<file path="src/design/swdm_pkg.sv">
`default_nettype none
// ----------------------------------------------------------------------------
// swdm_pkg
// Shared types and constants of the serial wire debug master pin engine.
// ----------------------------------------------------------------------------
package swdm_pkg;

   localparam logic [1:0] OP_START   = 2'd0;
   localparam logic [1:0] OP_TICK    = 2'd1;
   localparam logic [1:0] OP_CONNECT = 2'd2;

   localparam logic [2:0] CSR_MAX_ATTEMPTS = 3'd0;
   localparam logic [2:0] CSR_RETRY_IDLE   = 3'd1;
   localparam logic [2:0] CSR_FAULT_BUDGET = 3'd2;
   localparam logic [2:0] CSR_ABORT_WORD   = 3'd3;
   localparam logic [2:0] CSR_RESET_HIGH   = 3'd4;
   localparam logic [2:0] CSR_RESET_IDLE   = 3'd5;

   localparam logic [2:0]  ACK_OK      = 3'd1;
   localparam logic [2:0]  ACK_WAIT    = 3'd2;
   localparam logic [2:0]  ACK_FAULT   = 3'd4;
   localparam logic [15:0] SWITCH_WORD = 16'hE79E;
   localparam logic [7:0]  MIN_HIGH    = 8'd50;
   localparam logic [3:0]  MIN_IDLE    = 4'd2;

   typedef struct packed {
      logic [1:0]  opcode;
      logic        ap_not_dp;
      logic        read_not_write;
      logic [1:0]  reg_addr;
      logic [31:0] write_data;
      logic        swdio_sampled;
   } cmd_type;

   typedef struct packed {
      logic        clock_cycle;
      logic        swdio_level;
      logic        swdio_enable;
      logic        done_res;
      logic [2:0]  final_ack;
      logic [31:0] read_word;
   } res_type;

   typedef struct packed {
      logic [3:0]  max_attempts;
      logic [3:0]  retry_idle_clocks;
      logic [1:0]  fault_recovery_budget;
      logic [31:0] abort_word;
      logic [7:0]  reset_high_clocks;
      logic [3:0]  reset_idle_clocks;
   } cfg_type;

endpackage
`default_nettype wire

</file>
<file path="src/design/swdm_front.sv">
`default_nettype none
// ----------------------------------------------------------------------------
// swdm_front
// Input stage: a two-entry queue of command words toward the
// pin sequencer, so both sides stall independently.
// ----------------------------------------------------------------------------
module swdm_front (
   input  wire                    clock,
   input  wire                    reset,
   input  wire                    in_valid,
   output logic                   in_ready,
   input  wire  swdm_pkg::cmd_type in_cmd,
   output logic                   out_valid,
   input  wire                    out_ready,
   output swdm_pkg::cmd_type      out_cmd
);
   import swdm_pkg::*;

   cmd_type    q_ff [2];
   logic       wr_ptr_ff, wr_ptr_in, rd_ptr_ff, rd_ptr_in;
   logic [1:0] cnt_ff, cnt_in;
   logic       push, pop;

   assign in_ready  = (cnt_ff != 2'd2);
   assign out_valid = (cnt_ff != 2'd0);
   assign out_cmd   = q_ff[rd_ptr_ff];
   assign push      = in_valid && in_ready;
   assign pop       = out_valid && out_ready;

   always_comb begin
      wr_ptr_in = push ? ~wr_ptr_ff : wr_ptr_ff;
      rd_ptr_in = pop ? ~rd_ptr_ff : rd_ptr_ff;
      cnt_in    = cnt_ff + {1'b0, push} - {1'b0, pop};
   end

   always_ff @(posedge clock) begin
      if (reset) begin
         wr_ptr_ff <= 1'b0;
         rd_ptr_ff <= 1'b0;
         cnt_ff    <= 2'd0;
      end else begin
         wr_ptr_ff <= wr_ptr_in;
         rd_ptr_ff <= rd_ptr_in;
         cnt_ff    <= cnt_in;
      end
      if (push) q_ff[wr_ptr_ff] <= in_cmd;
   end

`ifndef SYNTHESIS
   a_no_overflow: assert property (@(posedge clock) disable iff (reset)
      cnt_ff == 2'd2 |-> !in_ready) else $error("queue overflow");
   a_cnt_range: assert property (@(posedge clock) disable iff (reset)
      cnt_ff != 2'd3) else $error("bad count");
   a_pop_moves: assert property (@(posedge clock) disable iff (reset)
      pop && !push |=> cnt_ff == $past(cnt_ff) - 2'd1) else $error("pop lost");
`endif

endmodule
`default_nettype wire

</file>
<file path="src/design/swdm_back.sv">
`default_nettype none
// ----------------------------------------------------------------------------
// swdm_back
// Pin sequencer: runs one command a cycle through the SWD phase machine while
// the output is not stalled, and holds its result in an output register.
// ----------------------------------------------------------------------------
module swdm_back (
   input  wire                    clock,
   input  wire                    reset,
   input  wire  swdm_pkg::cfg_type cfg,
   input  wire                    in_valid,
   output logic                   in_ready,
   input  wire  swdm_pkg::cmd_type in_cmd,
   output logic                   out_valid,
   input  wire                    out_ready,
   output swdm_pkg::res_type      out_res
);
   import swdm_pkg::*;

   localparam logic [3:0] PH_IDLE = 4'd0, PH_REQ = 4'd1, PH_ACK = 4'd2,
      PH_RDATA = 4'd3, PH_RPAR = 4'd4, PH_RTRN = 4'd5, PH_WTRN = 4'd6,
      PH_WDATA = 4'd7, PH_WPB = 4'd8, PH_WPAR = 4'd9, PH_RETRY = 4'd10,
      PH_CH1 = 4'd11, PH_CL1 = 4'd12, PH_CSW = 4'd13, PH_CH2 = 4'd14,
      PH_CL2 = 4'd15;

   logic [3:0]  phase_ff, phase_in;
   logic [7:0]  cnt_ff, cnt_in;
   logic [31:0] shift_ff, shift_in;
   logic [7:0]  reqb_ff, reqb_in;
   logic [2:0]  ack_ff, ack_in;
   logic        sap_ff, sap_in, srnw_ff, srnw_in;
   logic [1:0]  saddr_ff, saddr_in;
   logic [31:0] sdata_ff, sdata_in;
   logic [3:0]  att_ff, att_in;
   logic [1:0]  flt_ff, flt_in;
   logic        abt_ff, abt_in;
   logic [31:0] rres_ff, rres_in;
   logic        ov_ff, ov_in;
   res_type     res_ff, res_in;

   logic        step, clk, lvl, en, done;
   logic [2:0]  ack;
   logic [7:0]  hi_lim, cnt_inc;
   logic [3:0]  lo_lim;

   function automatic logic [7:0] make_req(logic ap, logic rnw, logic [1:0] a);
      return {1'b1, 1'b0, ap ^ rnw ^ a[0] ^ a[1], a[1], a[0], rnw, ap, 1'b1};
   endfunction

   assign in_ready  = !ov_ff || out_ready;
   assign step      = in_valid && in_ready;
   assign out_valid = ov_ff;
   assign out_res   = res_ff;
   assign hi_lim    = (cfg.reset_high_clocks < MIN_HIGH) ? MIN_HIGH : cfg.reset_high_clocks;
   assign lo_lim    = (cfg.reset_idle_clocks < MIN_IDLE) ? MIN_IDLE : cfg.reset_idle_clocks;
   assign cnt_inc   = cnt_ff + 8'd1;

   always_comb begin
      logic attempts_zero;
      logic [2:0] a;
      logic do_finish, do_sched, do_over, do_begin;
      phase_in = phase_ff; cnt_in = cnt_ff; shift_in = shift_ff; reqb_in = reqb_ff;
      ack_in = ack_ff; sap_in = sap_ff; srnw_in = srnw_ff; saddr_in = saddr_ff;
      sdata_in = sdata_ff; att_in = att_ff; flt_in = flt_ff; abt_in = abt_ff;
      rres_in = rres_ff;
      clk = 1'b0; lvl = 1'b0; en = 1'b1; done = 1'b0; ack = 3'd0;
      do_finish = 1'b0; do_sched = 1'b0; do_over = 1'b0; do_begin = 1'b0;
      attempts_zero = 1'b0; a = ack_ff;
      if (in_cmd.opcode == OP_START && phase_ff == PH_IDLE) begin
         sdata_in = in_cmd.write_data; sap_in = in_cmd.ap_not_dp;
         srnw_in = in_cmd.read_not_write; saddr_in = in_cmd.reg_addr;
         att_in = (cfg.max_attempts == 4'd0) ? 4'd1 : cfg.max_attempts;
         flt_in = cfg.fault_recovery_budget;
         abt_in = 1'b0;
         do_begin = 1'b1;
      end else if (in_cmd.opcode == OP_CONNECT && phase_ff == PH_IDLE) begin
         phase_in = PH_CH1; cnt_in = 8'd0;
      end else if (in_cmd.opcode == OP_TICK && phase_ff != PH_IDLE) begin
         clk = 1'b1;
         case (phase_ff)
            PH_REQ: begin
               lvl = reqb_ff[cnt_ff[2:0]];
               cnt_in = cnt_inc;
               if (cnt_inc >= 8'd8) begin phase_in = PH_ACK; cnt_in = 8'd0; end
            end
            PH_ACK: begin
               en = 1'b0;
               ack_in[cnt_ff[1:0]] = ack_ff[cnt_ff[1:0]] | in_cmd.swdio_sampled;
               cnt_in = cnt_inc;
               if (cnt_inc >= 8'd3) begin
                  cnt_in = 8'd0;
                  phase_in = reqb_ff[2] ? PH_RDATA : PH_WTRN;
               end
            end
            PH_RDATA: begin
               en = 1'b0;
               shift_in[cnt_ff[4:0]] = shift_ff[cnt_ff[4:0]] | in_cmd.swdio_sampled;
               cnt_in = cnt_inc;
               if (cnt_inc >= 8'd32) begin phase_in = PH_RPAR; cnt_in = 8'd0; end
            end
            PH_RPAR: begin en = 1'b0; phase_in = PH_RTRN; end
            PH_RTRN: do_finish = 1'b1;
            PH_WTRN: begin
               en = 1'b0;
               shift_in = abt_ff ? cfg.abort_word : sdata_ff;
               cnt_in = 8'd0; phase_in = PH_WDATA;
            end
            PH_WDATA: begin
               lvl = (cnt_ff == 8'd0) ? 1'b0 : shift_ff[5'(cnt_ff - 8'd1)];
               cnt_in = cnt_inc;
               if (cnt_inc >= 8'd32) begin phase_in = PH_WPB; cnt_in = 8'd0; end
            end
            PH_WPB: begin lvl = shift_ff[31]; phase_in = PH_WPAR; end
            PH_WPAR: begin lvl = ^shift_ff; do_finish = 1'b1; end
            PH_RETRY: begin
               cnt_in = cnt_inc;
               if (cnt_inc >= {4'd0, cfg.retry_idle_clocks}) do_over = 1'b1;
            end
            PH_CH1, PH_CH2: begin
               lvl = 1'b1; cnt_in = cnt_inc;
               if (cnt_inc >= hi_lim) begin phase_in = phase_ff + 4'd1; cnt_in = 8'd0; end
            end
            PH_CL1: begin
               cnt_in = cnt_inc;
               if (cnt_inc >= {4'd0, lo_lim}) begin phase_in = PH_CSW; cnt_in = 8'd0; end
            end
            PH_CSW: begin
               lvl = SWITCH_WORD[cnt_ff[3:0]]; cnt_in = cnt_inc;
               if (cnt_inc >= 8'd16) begin phase_in = PH_CH2; cnt_in = 8'd0; end
            end
            default: begin
               cnt_in = cnt_inc;
               if (cnt_inc >= {4'd0, lo_lim}) begin
                  phase_in = PH_IDLE; cnt_in = 8'd0; done = 1'b1;
               end
            end
         endcase
         if (do_finish) begin
            if (abt_ff) begin
               abt_in = 1'b0; do_sched = 1'b1;
            end else begin
               if (att_ff != 4'd0) att_in = att_ff - 4'd1;
               if (a == ACK_OK) begin
                  if (reqb_ff[2]) rres_in = shift_ff;
                  phase_in = PH_IDLE; done = 1'b1; ack = ACK_OK;
               end else if (a == ACK_FAULT && flt_ff != 2'd0) begin
                  flt_in = flt_ff - 2'd1; abt_in = 1'b1; do_begin = 1'b1;
               end else if (a == ACK_WAIT) begin
                  do_sched = 1'b1;
               end else begin
                  phase_in = PH_IDLE; done = 1'b1; ack = a;
               end
            end
         end
         if (do_sched) begin
            if (cfg.retry_idle_clocks != 4'd0) begin
               phase_in = PH_RETRY; cnt_in = 8'd0;
            end else do_over = 1'b1;
         end
         if (do_over) begin
            attempts_zero = (att_in == 4'd0);
            if (attempts_zero) begin
               phase_in = PH_IDLE; done = 1'b1; ack = ACK_WAIT;
            end else do_begin = 1'b1;
         end
      end
      if (do_begin) begin
         phase_in = PH_REQ; cnt_in = 8'd0; ack_in = 3'd0; shift_in = 32'd0;
         reqb_in = abt_in ? make_req(1'b0, 1'b0, 2'd0) : make_req(sap_in, srnw_in, saddr_in);
      end
      res_in.clock_cycle = clk; res_in.swdio_level = lvl; res_in.swdio_enable = en;
      res_in.done_res = done; res_in.final_ack = ack; res_in.read_word = rres_in;
      ov_in = step ? 1'b1 : (out_ready ? 1'b0 : ov_ff);
   end

   always_ff @(posedge clock) begin
      if (reset) begin
         phase_ff <= PH_IDLE; cnt_ff <= 8'd0; shift_ff <= 32'd0; reqb_ff <= 8'd0;
         ack_ff <= 3'd0; sap_ff <= 1'b0; srnw_ff <= 1'b0; saddr_ff <= 2'd0;
         sdata_ff <= 32'd0; att_ff <= 4'd0; flt_ff <= 2'd0; abt_ff <= 1'b0;
         rres_ff <= 32'd0; ov_ff <= 1'b0;
      end else begin
         ov_ff <= ov_in;
         if (step) begin
            phase_ff <= phase_in; cnt_ff <= cnt_in; shift_ff <= shift_in;
            reqb_ff <= reqb_in; ack_ff <= ack_in; sap_ff <= sap_in; srnw_ff <= srnw_in;
            saddr_ff <= saddr_in; sdata_ff <= sdata_in; att_ff <= att_in;
            flt_ff <= flt_in; abt_ff <= abt_in; rres_ff <= rres_in;
         end
      end
      if (step) res_ff <= res_in;
   end

`ifndef SYNTHESIS
   a_done_idle: assert property (@(posedge clock) disable iff (reset)
      step && done |=> phase_ff == PH_IDLE) else $error("done without idle");
   a_hold_stall: assert property (@(posedge clock) disable iff (reset)
      ov_ff && !out_ready |=> ov_ff && $stable(res_ff)) else $error("result lost");
   a_released: assert property (@(posedge clock) disable iff (reset)
      ov_ff && !res_ff.swdio_enable |-> !res_ff.swdio_level) else $error("level on release");
   a_ack_done: assert property (@(posedge clock) disable iff (reset)
      ov_ff && res_ff.final_ack != 3'd0 |-> res_ff.done_res) else $error("stray ack");
`endif

endmodule
`default_nettype wire

</file>
<file path="src/design/swd_master_transaction_engine_core.sv">
`default_nettype none
// ----------------------------------------------------------------------------
// swd_master_transaction_engine_core
// Serial wire debug master pin engine: one command word in, one pin word out.
// ----------------------------------------------------------------------------
// channel | direction | contents
// req_    | in        | command word: opcode, target, data, sampled SWDIO
// rsp_    | out       | pin word: clock, level, enable, done, ack, read data
// csr_    | in        | register writes, index 0..5
// One word per cycle unless a side stalls; each word passes the queue, then
// the sequencer output register. The sequencer step is the rate-setting loop.
// Synchronous reset clears all control state and loads register defaults.
// Either side may stall; the two-entry queue and output register absorb it.
// ----------------------------------------------------------------------------
module swd_master_transaction_engine_core (
   input  wire         clock,
   input  wire         reset,
   input  wire         req_tvalid,
   output logic        req_tready,
   // [1:0] opcode, [2] ap_not_dp, [3] read_not_write, [5:4] reg_addr,
   // [37:6] write_data, [38] swdio_sampled, [39] zero
   input  wire  [39:0] req_tdata,
   output logic        rsp_tvalid,
   input  wire         rsp_tready,
   // [0] clock_cycle, [1] swdio_level, [2] swdio_enable, [3] done_res,
   // [6:4] final_ack, [38:7] read_word, [39] zero
   output logic [39:0] rsp_tdata,
   input  wire         csr_we,
   input  wire  [2:0]  csr_addr,
   input  wire  [31:0] csr_wdata
);
   import swdm_pkg::*;

   cfg_type cfg_ff;
   cmd_type in_cmd, q_cmd;
   res_type res;
   logic    q_valid, q_ready;

   assign in_cmd.opcode         = req_tdata[1:0];
   assign in_cmd.ap_not_dp      = req_tdata[2];
   assign in_cmd.read_not_write = req_tdata[3];
   assign in_cmd.reg_addr       = req_tdata[5:4];
   assign in_cmd.write_data     = req_tdata[37:6];
   assign in_cmd.swdio_sampled  = req_tdata[38];

   assign rsp_tdata = {1'b0, res.read_word, res.final_ack, res.done_res,
                       res.swdio_enable, res.swdio_level, res.clock_cycle};

   always_ff @(posedge clock) begin
      if (reset) begin
         cfg_ff.max_attempts          <= 4'd8;
         cfg_ff.retry_idle_clocks     <= 4'd4;
         cfg_ff.fault_recovery_budget <= 2'd1;
         cfg_ff.abort_word            <= 32'h0000_001E;
         cfg_ff.reset_high_clocks     <= 8'd60;
         cfg_ff.reset_idle_clocks     <= 4'd4;
      end else if (csr_we) begin
         case (csr_addr)
            CSR_MAX_ATTEMPTS: cfg_ff.max_attempts          <= csr_wdata[3:0];
            CSR_RETRY_IDLE:   cfg_ff.retry_idle_clocks     <= csr_wdata[3:0];
            CSR_FAULT_BUDGET: cfg_ff.fault_recovery_budget <= csr_wdata[1:0];
            CSR_ABORT_WORD:   cfg_ff.abort_word            <= csr_wdata;
            CSR_RESET_HIGH:   cfg_ff.reset_high_clocks     <= csr_wdata[7:0];
            CSR_RESET_IDLE:   cfg_ff.reset_idle_clocks     <= csr_wdata[3:0];
            default: ;
         endcase
      end
   end

   swdm_front u_front (
      .clock(clock), .reset(reset),
      .in_valid(req_tvalid), .in_ready(req_tready), .in_cmd(in_cmd),
      .out_valid(q_valid), .out_ready(q_ready), .out_cmd(q_cmd)
   );

   swdm_back u_back (
      .clock(clock), .reset(reset), .cfg(cfg_ff),
      .in_valid(q_valid), .in_ready(q_ready), .in_cmd(q_cmd),
      .out_valid(rsp_tvalid), .out_ready(rsp_tready), .out_res(res)
   );

endmodule
`default_nettype wire

</file>
<file path="config.mk">
export PLATFORM = sky130hd
export DESIGN_NAME = swd_master_transaction_engine_core
export DESIGN_NICKNAME = d
export VERILOG_FILES = /design/src/design/swdm_pkg.sv /design/src/design/swdm_front.sv /design/src/design/swdm_back.sv /design/src/design/swd_master_transaction_engine_core.sv
export SDC_FILE = /design/constraint.sdc
export NUM_CORES = 1
export LEC_CHECK = 0
export ABC_CLOCK_PERIOD_IN_PS = 4890
export CAP_MARGIN = 20
export CORE_MARGIN = 1
export CORE_UTILIZATION = 30
export DETAILED_ROUTE_END_ITERATION = 8
export DONT_BUFFER_PORTS = 1
export PLACE_DENSITY = 0.49
export SLEW_MARGIN = 20
export SYNTH_ARGS = -nofsm -noshare
export SYNTH_HDL_FRONTEND = slang
export SYNTH_SLANG_ARGS = --single-unit
</file>
<file path="constraint.sdc">
create_clock -name clock -period 4.89 [get_ports clock]
set_input_delay 0.2445 -clock clock [delete_from_list [all_inputs] [get_ports clock]]
set_output_delay 0.2445 -clock clock [all_outputs]
set_load 0.01 [all_outputs]
</file>
After elaboration in Yosys (flattened, before gate mapping)
Memory sizes are Yosys's and may differ from the RTL's. A register that Yosys moved wholly into a read port is not among the register bits.
Index checks and enable logic that the tools add are counted.
{"block": "word_totals", "ramBits": 78, "reg_bits": 228, "n_memories": 2, "in_bits": 80, "output_inout_bits": 42, "mem_bits_ro": 16, "wordCells": 296}
{"name": "u_front.q_ff", "words": 2, "word_bits": 39, "read_ports": 1, "rd_ports_with_merged_regs": 1, "write_ports": 1, "line_no": "swdm_front.sv:19", "rtl": "cmd_type q_ff [2];"}
{"name": "(no name shown)", "words": 16, "word_bits": 1, "read_ports": 1, "rd_ports_with_merged_regs": 1, "write_ports": 0, "line_no": "swdm_back.sv:128", "rtl": "lvl = SWITCH_WORD[cnt_ff[3:0]]; cnt_in = cnt_inc;"}
{"block": "classes", "n_lt_le_gt_ge": 16, "n_reduce_logical": 52, "n_bitwise": 8, "add_sub_neg": 7, "n_mux": 152, "eq_ne": 30}
{"op": "32-bit two-way mux", "count": 12}
{"op": "4-bit two-way mux", "count": 34}
{"op": "8-bit two-way mux", "count": 13}
{"op": "32-bit case mux with 2 select lines", "count": 1}
{"op": "8-bit case mux with 8 select lines", "count": 1}
{"op": "1-bit two-way mux", "count": 59}
{"op": "4-bit case mux with 11 select lines", "count": 1}
{"op": "3-bit two-way mux", "count": 13}
{"op": "32-bit bitwise mux", "count": 1}
{"op": "32-bit parity", "count": 1}
{"op": "4-bit equality test (second input constant)", "count": 7}
{"op": "4-bit by 3-bit equality test with 1-bit output (second input constant)", "count": 4}
{"op": "8-bit by 4-bit >= comparator with 1-bit output", "count": 2}
{"op": "2-bit two-way mux", "count": 8}
{"op": "2-bit AND reduction", "count": 8}
{"op": "2-bit nonzero test", "count": 8}
{"op": "14-bit OR reduction", "count": 1}
{"op": "4-bit logical NOT", "count": 3}
{"op": "5-bit by 6-bit < comparator with 1-bit output (second input constant)", "count": 2}
{"op": "4-bit nonzero test", "count": 3}
{"op": "1-bit binary-select mux with 5-bit select", "count": 2}
{"op": "5-bit AND reduction", "count": 2}
{"op": "3-bit by 2-bit equality test with 1-bit output (second input constant)", "count": 3}
{"op": "3-bit equality test (second input constant)", "count": 3}
{"op": "other kinds (48)", "count": 73}

Logic depth before layout (Yosys ltp)
Gate-level depths: netlist (run 1).
{"block": "depth", "depth_word": 22, "ltp_mapped": 18}

Modules after synthesis
From an unflattened synthesis (run 1), not the netlist that was laid out.
{"block": "hier_totals", "hier_cells": 1568, "area_unflattened_um2": 15751.4}
{"mod": "swdm_back", "seq_area_each_um2": 3773.6, "area_each_um2": 10359.9, "cells_per_inst": 1199, "n_inst": 1}
{"mod": "swdm_front", "seq_area_each_um2": 2442.3, "area_each_um2": 3090.5, "cells_per_inst": 145, "n_inst": 1}
{"mod": "swd_master_transaction_engine_core", "seq_area_each_um2": 1081.0, "area_each_um2": 2301.0, "cells_per_inst": 224, "n_inst": 1}

Least setup slack after synthesis (run 1)
OpenSTA, ideal clock, no wires.
{"block": "synth_timing", "path_type": "flip-flop to flip-flop", "startpoint": "register u_back.cnt_ff[0]", "endpoint": "register with a tool-made name", "arrival_time_ps": 3820, "required_time_ps": 4811, "setup_slack_ps": 991, "synth_period_minus_slack_ps": 3899, "path_stages_with_launch": 17, "path_cell_list": "dfxtp_1 buf_4 buf_2 and3_1 xor2_1 ha_1 o21a_1 a21oi_1 o31ai_1 o211ai_1 a21o_1 o21bai_1 o21ai_0 and2_1 ha_1 mux2_4 a211oi_2"}
{"element": "start: declaration", "line_no": "swdm_back.sv:27", "rtl": "logic [7:0] cnt_ff, cnt_in;"}
{"element": "start signal: assignment", "line_no": "swdm_back.sv:185", "rtl": "phase_ff <= phase_in; cnt_ff <= cnt_in; shift_ff <= shift_in;"}

==> results of run 1 <==
## placed cells by master, fill, tap and decap left out, types with 32 or more instances in the layout
master         netlist  routed
nor3_1              56      56
nor2_1             169     167
a21oi_1             72      72
mux2i_1             88      88
inv_1               34      33
a211oi_1            38      38
edfxtp_1           117     117
nand2_1            168     167
o21ai_0             32      32
dlygate4sd3_1        0      76
buf_4                3      32
dfxtp_1            189     187
xnor2_1             35      35
clkbuf_16            0      37
nor3b_1             33      33
mux2_2              34      34
## Yosys cell counts, types with 25 or more instances
cell type and instances:
a211oi_1 38, a21oi_1 72, a31oi_2 25, clkbuf_1 72
dfxtp_1 189, edfxtp_1 117, ha_1 31, inv_1 34
mux2_2 34, mux2i_1 88, nand2_1 168, nand3_1 25
nor2_1 169, nor3_1 56, nor3b_1 33, o21ai_0 32
o22ai_1 31, xnor2_1 35
## sequential cells by signal, summed over array words and instances (netlist names), 2 cells and up, named ones only
name	cells
cfg_ff	54
u_back.ack_ff	3
u_back.att_ff	4
u_back.cnt_ff	8
u_back.flt_ff	2
u_back.out_res	39
u_back.phase_ff	4
u_back.reqb_ff	6
u_back.rres_ff	32
u_back.saddr_ff	2
u_back.sdata_ff	32
u_back.shift_ff	32
u_front.cnt_ff	2
u_front.q_ff	78
## worst register-to-register path: cells and delay by family (launching register included)
family                     cells  cell delay, ns
AOI/OAI and AO/OA              9            1.89
buffers and inverters          1            0.03
adders and majority gates      2            0.42
and+or+nand+nor                3            0.78
xor gates and xnor gates       1            0.22
DFF                            1            0.78
## logic make-up after synthesis
| kind of cell | Yosys count | synth area share (%) |
|---|---|---|
| AND/OR/NAND/NOR | 522 | 15.6 |
| multiplexers | 142 | 11.1 |
| AO/OA/AOI/OAI | 328 | 15.7 |
| flip-flops | 306 | 47.3 |
| buffers and inverters | 145 | 4.73 |
| adder cells (fa/ha/maj) | 31 | 2.52 |
| XOR/XNOR | 49 | 3.00 |
| other | 1 | 0.0243 |
## power by group through the flow
stage               sequential, mW  combinational, mW  clock (mW)
finish                        3.60               2.50        2.83
global route                  3.66               2.78        3.00
CTS                           3.61               2.52        2.91
detailed placement            3.67               2.42           0
global placement              3.65               2.39           0
floorplan                     3.53               1.90           0
## worst max-delay path by stage
stage                           startpoint  endpoint  depth (start not counted)
after floorplan           u_back.cnt_ff[0]      flop                         16
after global placement    u_back.cnt_ff[3]      flop                         16
after detailed placement  u_back.cnt_ff[3]      flop                         16
after CTS                 u_back.cnt_ff[3]      flop                         16
after global routing      u_back.cnt_ff[3]      flop                         16
final                     u_back.cnt_ff[3]      flop                         16
## layer usage
layer / vias to the layer above / track usage (%) / share of wire, %
met5: - / 0 / 0
met4: 0 / 5.62 / 2.9
met3: 76 / 2.96 / 4.6
met2: 302 / 25.9 / 45
met1: 5608 / 23.2 / 48
li1: 5662 / - / -
## cell type report
| cell class | instances | area (um^2) | area share, % |
|---|---|---|---|
| Antenna cell | 1 | 2.50 | 0.0139 |
| Clock buffer | 47 | 1000 | 5.57 |
| Clock inverter | 18 | 229 | 1.27 |
| Inverter | 35 | 133 | 0.737 |
| Multi-Input combinational cell | 1073 | 7420 | 41.2 |
| Sequential cell | 306 | 7300 | 40.6 |
| Tap cell | 672 | 841 | 4.67 |
| Timing Repair Buffer | 111 | 1070 | 5.94 |
## stage by stage
stage / utilization, % / hold slack, ns / worst slack [ns]
5_1_grt: 35.7 / 0.108 / 0.250
3_3_place_gp: 31.7 / 0.343 / 0.795
2_1_floorplan: - / 0.343 / 0.991
6_report: 35.7 / 0.0773 / 0.604
3_5_place_dp: 31.7 / 0.343 / 0.643
4_1_cts: 35.7 / 0.0414 / 0.600
==> summary.txt, run 1 <==
Status
  – Run status: finished clean

Floorplan
  – Initial Util: 30.6%
  – Boundary Pins: around 120
  – Die Area: 52300 um^2
  – Core Rows: 82
  – Die height: 229 um
  – Die width: 229 um
  – Core region area: a little over 50000 um^2

Timing
  – Final setup TNS: 0 ns
  – Worst-Margin Slew: approximately 0.95 ns
  – Final period utilization: just under 90%
  – Clock Skew: 0.0214 ns
  – Pins Over Slew Limit: 0
  – Number of hold violations in the final report: 0
  – Relative slew slack: 36.4%
  – RSZ-0062 raised after global routing: no
  – Maximum clock frequency: 0.233 GHz
  – Fin crit period: 4.29 ns
  – Final setup fails: 0

Drt
  – Routed via count: about 12000
  – DRC: 0
  – Post-route ant nets: 0
  – Iteration-0 DRC Markers: ~870
  – Via-to-Cell Ratio: 5.15
  – Detailed Route WL: 43.8 mm
  – Drt first pass iters: 5
  – WL per Instance: 19.4 um

Critical path
  – Sum of buffers and inverters on the critical path: 1
  – Reg2reg setup slack: 0.60 ns
  – Crit-path max FO: 17
  – CP arrival: around 4.7 ns
  – FF-to-FF path depth: 16
  – Required time worst endpoint: around 5.3 ns
  – Setup crit end kind: flop
  – RR Startpoint: u_back.cnt_ff[3]
  – CP top delay family: compound AO/OA/AOI/OAI gates
  – Slowest cell on crit path: dfxtp_1
  – Worst-path cell chain: and3_1 > nand3_1 > xnor2_1 > ha_1 > a21o_1 > a21oi_1 > o31ai_1 > o211ai_1 > a21o_1 > o21bai_1 > o21ai_0 > and2_1 > ha_1 > inv_1 > a2111oi_0 > a211oi_2
  – Setup CP Type: flop to flop
  – Largest incremental delay on the critical path: 0.78 ns
  – Nature of the critical path startpoint: flop

Clock tree
  – CTS tree: yes
  – CTS Buf Count: 36
  – Postcts setup bufs: 0
  – CTS sink count: 306
  – Root buffer cell: clkbuf_16
  – Post-CTS Resized: 0
  – Hold buffer count at cts: 77
  – CTS Buffer Depth: 3
  – Clk slew on worst S/H paths: 0.06 ns
  – Worst-Skew Late Latency: about 0.56 ns
  – H-tree Lvls: 2

Synth
  – Yosys warns: 0
  – Top cells by area, synth: dfxtp_1 25%, edfxtp_1 23%, mux2i_1 5.7%, nor2_1 4.1%, nand2_1 4.1%
  – Post-synth top area share: 24.6%
  – Post-synth top flop: dfxtp_1
  – Synthesized area: 15400 um^2
  – Seq/Total Area, Yosys: 47.3%
  – Async SR Flop Fraction: 0%
  – Syn_nets: ~1600
  – Seq cells post-synth: roughly 310
  – Synth Area per Inst: 10.1 um^2
  – Post-synth cell types: 91
  – Cell accounting for the most synthesized area: dfxtp_1
  – Number of flops mapped to enable cells by yosys: 117
  – Mapped Cells: 1524

Placement
  – DP Cell Count: 2119
  – I/O Buffers: 0
  – Post-DP Area: 16000 um^2
  – RePlAce Congestion: 0.860
  – Dpl hpwl: 30.0 mm

Worst hold path
  – Worst hold start: csr_addr[2]
  – Hold path depth: 4
  – Hold WC Path Type: primary input to flop
  – Hold Crit Endpoint: cfg_ff[44]

Layout
  – Fin cells: approximately 2300
  – Final cell area excluding filler cells: 18000 um^2
  – FILL cells: 4989
  – Share of cells above drive strength 1: 13.2%
  – Area Growth Syn to Fin: 16.8%
  – Nets@finish: 1674

Power
  – Switch share: 34.0%
  – Worst vdd ir: 329 uV
  – Clock power frac: 31.7%
  – Seq pwr share: between 40 and 50%
  – Pwr Density: slightly below 500 nW/um^2
  – P_leak: around 6 nW
  – Internal power: a little under 6 mW
  – Combinational cell fraction of total power: 28.0%
  – Psw: 3.04 mW
  – Power after layout: 8.93 mW

Flow run
  – MaxCap Viol Count: 0

GRT
  – Initial antenna violation count: 1
  – Largest net degree at the start of global routing: approximately 160
  – Grt ovf: 0
  – First-pass GRT wire length: 68.5 mm
  – Vias in the first global route: 11300
  – Global Route Usage Sum: 16.7%
Power figures use the tool's default switching activity.
==> run 2: changes to the inputs <==
--- a/config.mk
+++ b/config.mk
@@ -5,14 +5,13 @@
 export SDC_FILE = /design/constraint.sdc
 export NUM_CORES = 1
 export LEC_CHECK = 0
-export ABC_CLOCK_PERIOD_IN_PS = 4890
+export ABC_CLOCK_PERIOD_IN_PS = 4600
 export CAP_MARGIN = 20
 export CORE_MARGIN = 1
 export CORE_UTILIZATION = 30
 export DETAILED_ROUTE_END_ITERATION = 8
 export DONT_BUFFER_PORTS = 1
-export PLACE_DENSITY = 0.49
-export SLEW_MARGIN = 20
+export PLACE_DENSITY = 0.51
 export SYNTH_ARGS = -nofsm -noshare
 export SYNTH_HDL_FRONTEND = slang
 export SYNTH_SLANG_ARGS = --single-unit
==> constraint.sdc (replaced) <==
create_clock -name clock -period 4.6 [get_ports clock]
set_input_delay 0.23 -clock clock [delete_from_list [all_inputs] [get_ports clock]]
set_output_delay 0.23 -clock clock [all_outputs]
set_load 0.01 [all_outputs]
==> summary.txt, run 2 (synthesized netlist as in run 1, its figures left out) <==
Status
  – Run status: finished clean

Worst hold path
  – Hold WC Path Type: primary input to flop

Timing
  – Clock Skew: 0.0342 ns
  – Final setup TNS: 0 ns
  – RSZ-0062 raised after global routing: no
  – Relative slew slack: 29.2%
  – Final setup fails: 0
  – Number of hold violations in the final report: 0
  – Pins Over Slew Limit: 0
  – Maximum clock frequency: ~0.24 GHz
  – Final period utilization: 89.3%
  – Fin crit period: roughly 4.1 ns
  – Worst-Margin Slew: 1.05 ns

Drt
  – Detailed Route WL: 43.8 mm
  – DRC: 0
  – WL per Instance: 19.3 um
  – Post-route ant nets: 0
  – Via-to-Cell Ratio: around 5.2
  – Routed via count: 11700
  – Iteration-0 DRC Markers: 861
  – Drt first pass iters: 5

Floorplan
  – Die height: 229 um
  – Core Rows: 82
  – Die width: 229 um
  – Die Area: 52300 um^2
  – Boundary Pins: 122
  – Initial Util: 30.6%
  – Core region area: 50400 um^2

GRT
  – First-pass GRT wire length: between 60 and 70 mm
  – Global Route Usage Sum: 16.5%
  – Initial antenna violation count: 2
  – Largest net degree at the start of global routing: between 150 and 200
  – Grt ovf: 0
  – Vias in the first global route: 11300

Clock tree
  – Worst-Skew Late Latency: 0.57 ns
  – Hold buffer count at cts: 78
  – CTS tree: yes
  – CTS Buffer Depth: 3
  – H-tree Lvls: 2
  – Post-CTS Resized: 0
  – Root buffer cell: clkbuf_16
  – CTS Buf Count: 36
  – CTS sink count: roughly 310
  – Clk slew on worst S/H paths: about 0.06 ns
  – Postcts setup bufs: 0

Layout
  – Area Growth Syn to Fin: 16.3%
  – FILL cells: about 5000
  – FF+latch area: 7300 um^2
  – Commonest non-fill, non-tap cell in the layout: dfxtp_1
  – Max reg flops: 78
  – Share of cells above drive strength 1: 12.9%
  – Nets@finish: 1679
  – Most flop-heavy register: u_front.q_ff
  – Most frequent cells in the layout: 187 x dfxtp_1, 167 x nor2_1, 167 x nand2_1, 117 x edfxtp_1, 88 x mux2i_1
  – Multi-input gate area in the final layout: around 7400 um^2

Critical path
  – Required time worst endpoint: 5.03 ns
  – Slowest cell on crit path: or4_1
  – Worst-path cell chain: ha_1 > nand3_1 > xnor2_1 > ha_1 > or4_1 > a21oi_1 > o31ai_1 > o211ai_1 > a21o_1 > o21bai_1 > o21ai_0 > and2_1 > ha_1 > inv_1 > a2111oi_0 > a211oi_2
  – CP arrival: between 4 and 5 ns
  – Setup crit end kind: flop
  – Nature of the critical path startpoint: flop
  – Largest incremental delay on the critical path: 0.51 ns
  – Most used cell, CP: ha_1
  – Crit-path max FO: 9
  – Setup CP Type: flop to flop

Flow run
  – MaxCap Viol Count: 0

Placement
  – I/O Buffers: 0
  – Dpl hpwl: 29.8 mm
  – RePlAce Congestion: about 0.88

Power
  – Power after layout: 9.28 mW
  – P_leak: 6.10 nW
  – Worst vdd ir: 287 uV
  – Pwr Density: 518 nW/um^2
-- run 2: layer usage --
metal	wire length (um)	GRT usage [%]	up-vias
met2	19800	25.7	299
met4	1300	6.67	0
met5	0	0	-
met1	20500	22.8	5655
met3	2200	2.53	73
li1	-	-	5660
-- run 2: path summary, 6_finish.rpt --
kind,startpoint,to,slack (ns),depth (start not counted)
setup / recovery,u_back.cnt_ff[1],flop,0.49,16
hold / removal,req_tvalid,u_front.wr_ptr_ff,0.04,3
setup reg to reg,u_back.cnt_ff[1],flop,0.49,16
hold reg to reg,cfg_ff[41],cfg_ff[41],0.45,2
-- run 2: layout make-up --
type	instances	share of cell area, %
diodes	2	0.0279
clock buffers	50	5.50
clock inverters	14	0.831
inverters	35	0.740
multi-input cells	1073	41.4
flip-flops and latches	306	40.7
well taps	672	4.69
repair buffers	116	6.05
-- run 2: power by group --
part           switching [mW]  internal [mW]  leakage, nW
registers               0.368           3.46         2.65
logic                    1.67          0.970         2.90
clock network            1.19           1.62        0.553
-- run 2: stage by stage --
stage	utilization (%)	cells	setup slack, ns	hold WS [ns]	area (um^2)
after global placement	31.7	2124	0.673	0.329	16000
after global routing	35.6	2267	0.160	0.0818	17900
final	35.6	2268	0.494	0.0360	17900
after detailed placement	31.7	2124	0.540	0.329	16000
after CTS	35.6	2266	0.539	0.0119	17900
after floorplan	-	1524	0.701	0.329	15400
-- run 2: worst max-delay path: cells and delay by family (launching register included) --
family                     cells  cell delay (ns)
and+or+nand+nor                3             0.81
adders and majority gates      3             0.72
xor gates and xnor gates       1             0.25
AOI/OAI and AO/OA              8             1.66
DFF                            1             0.48
buffers and inverters          1             0.03
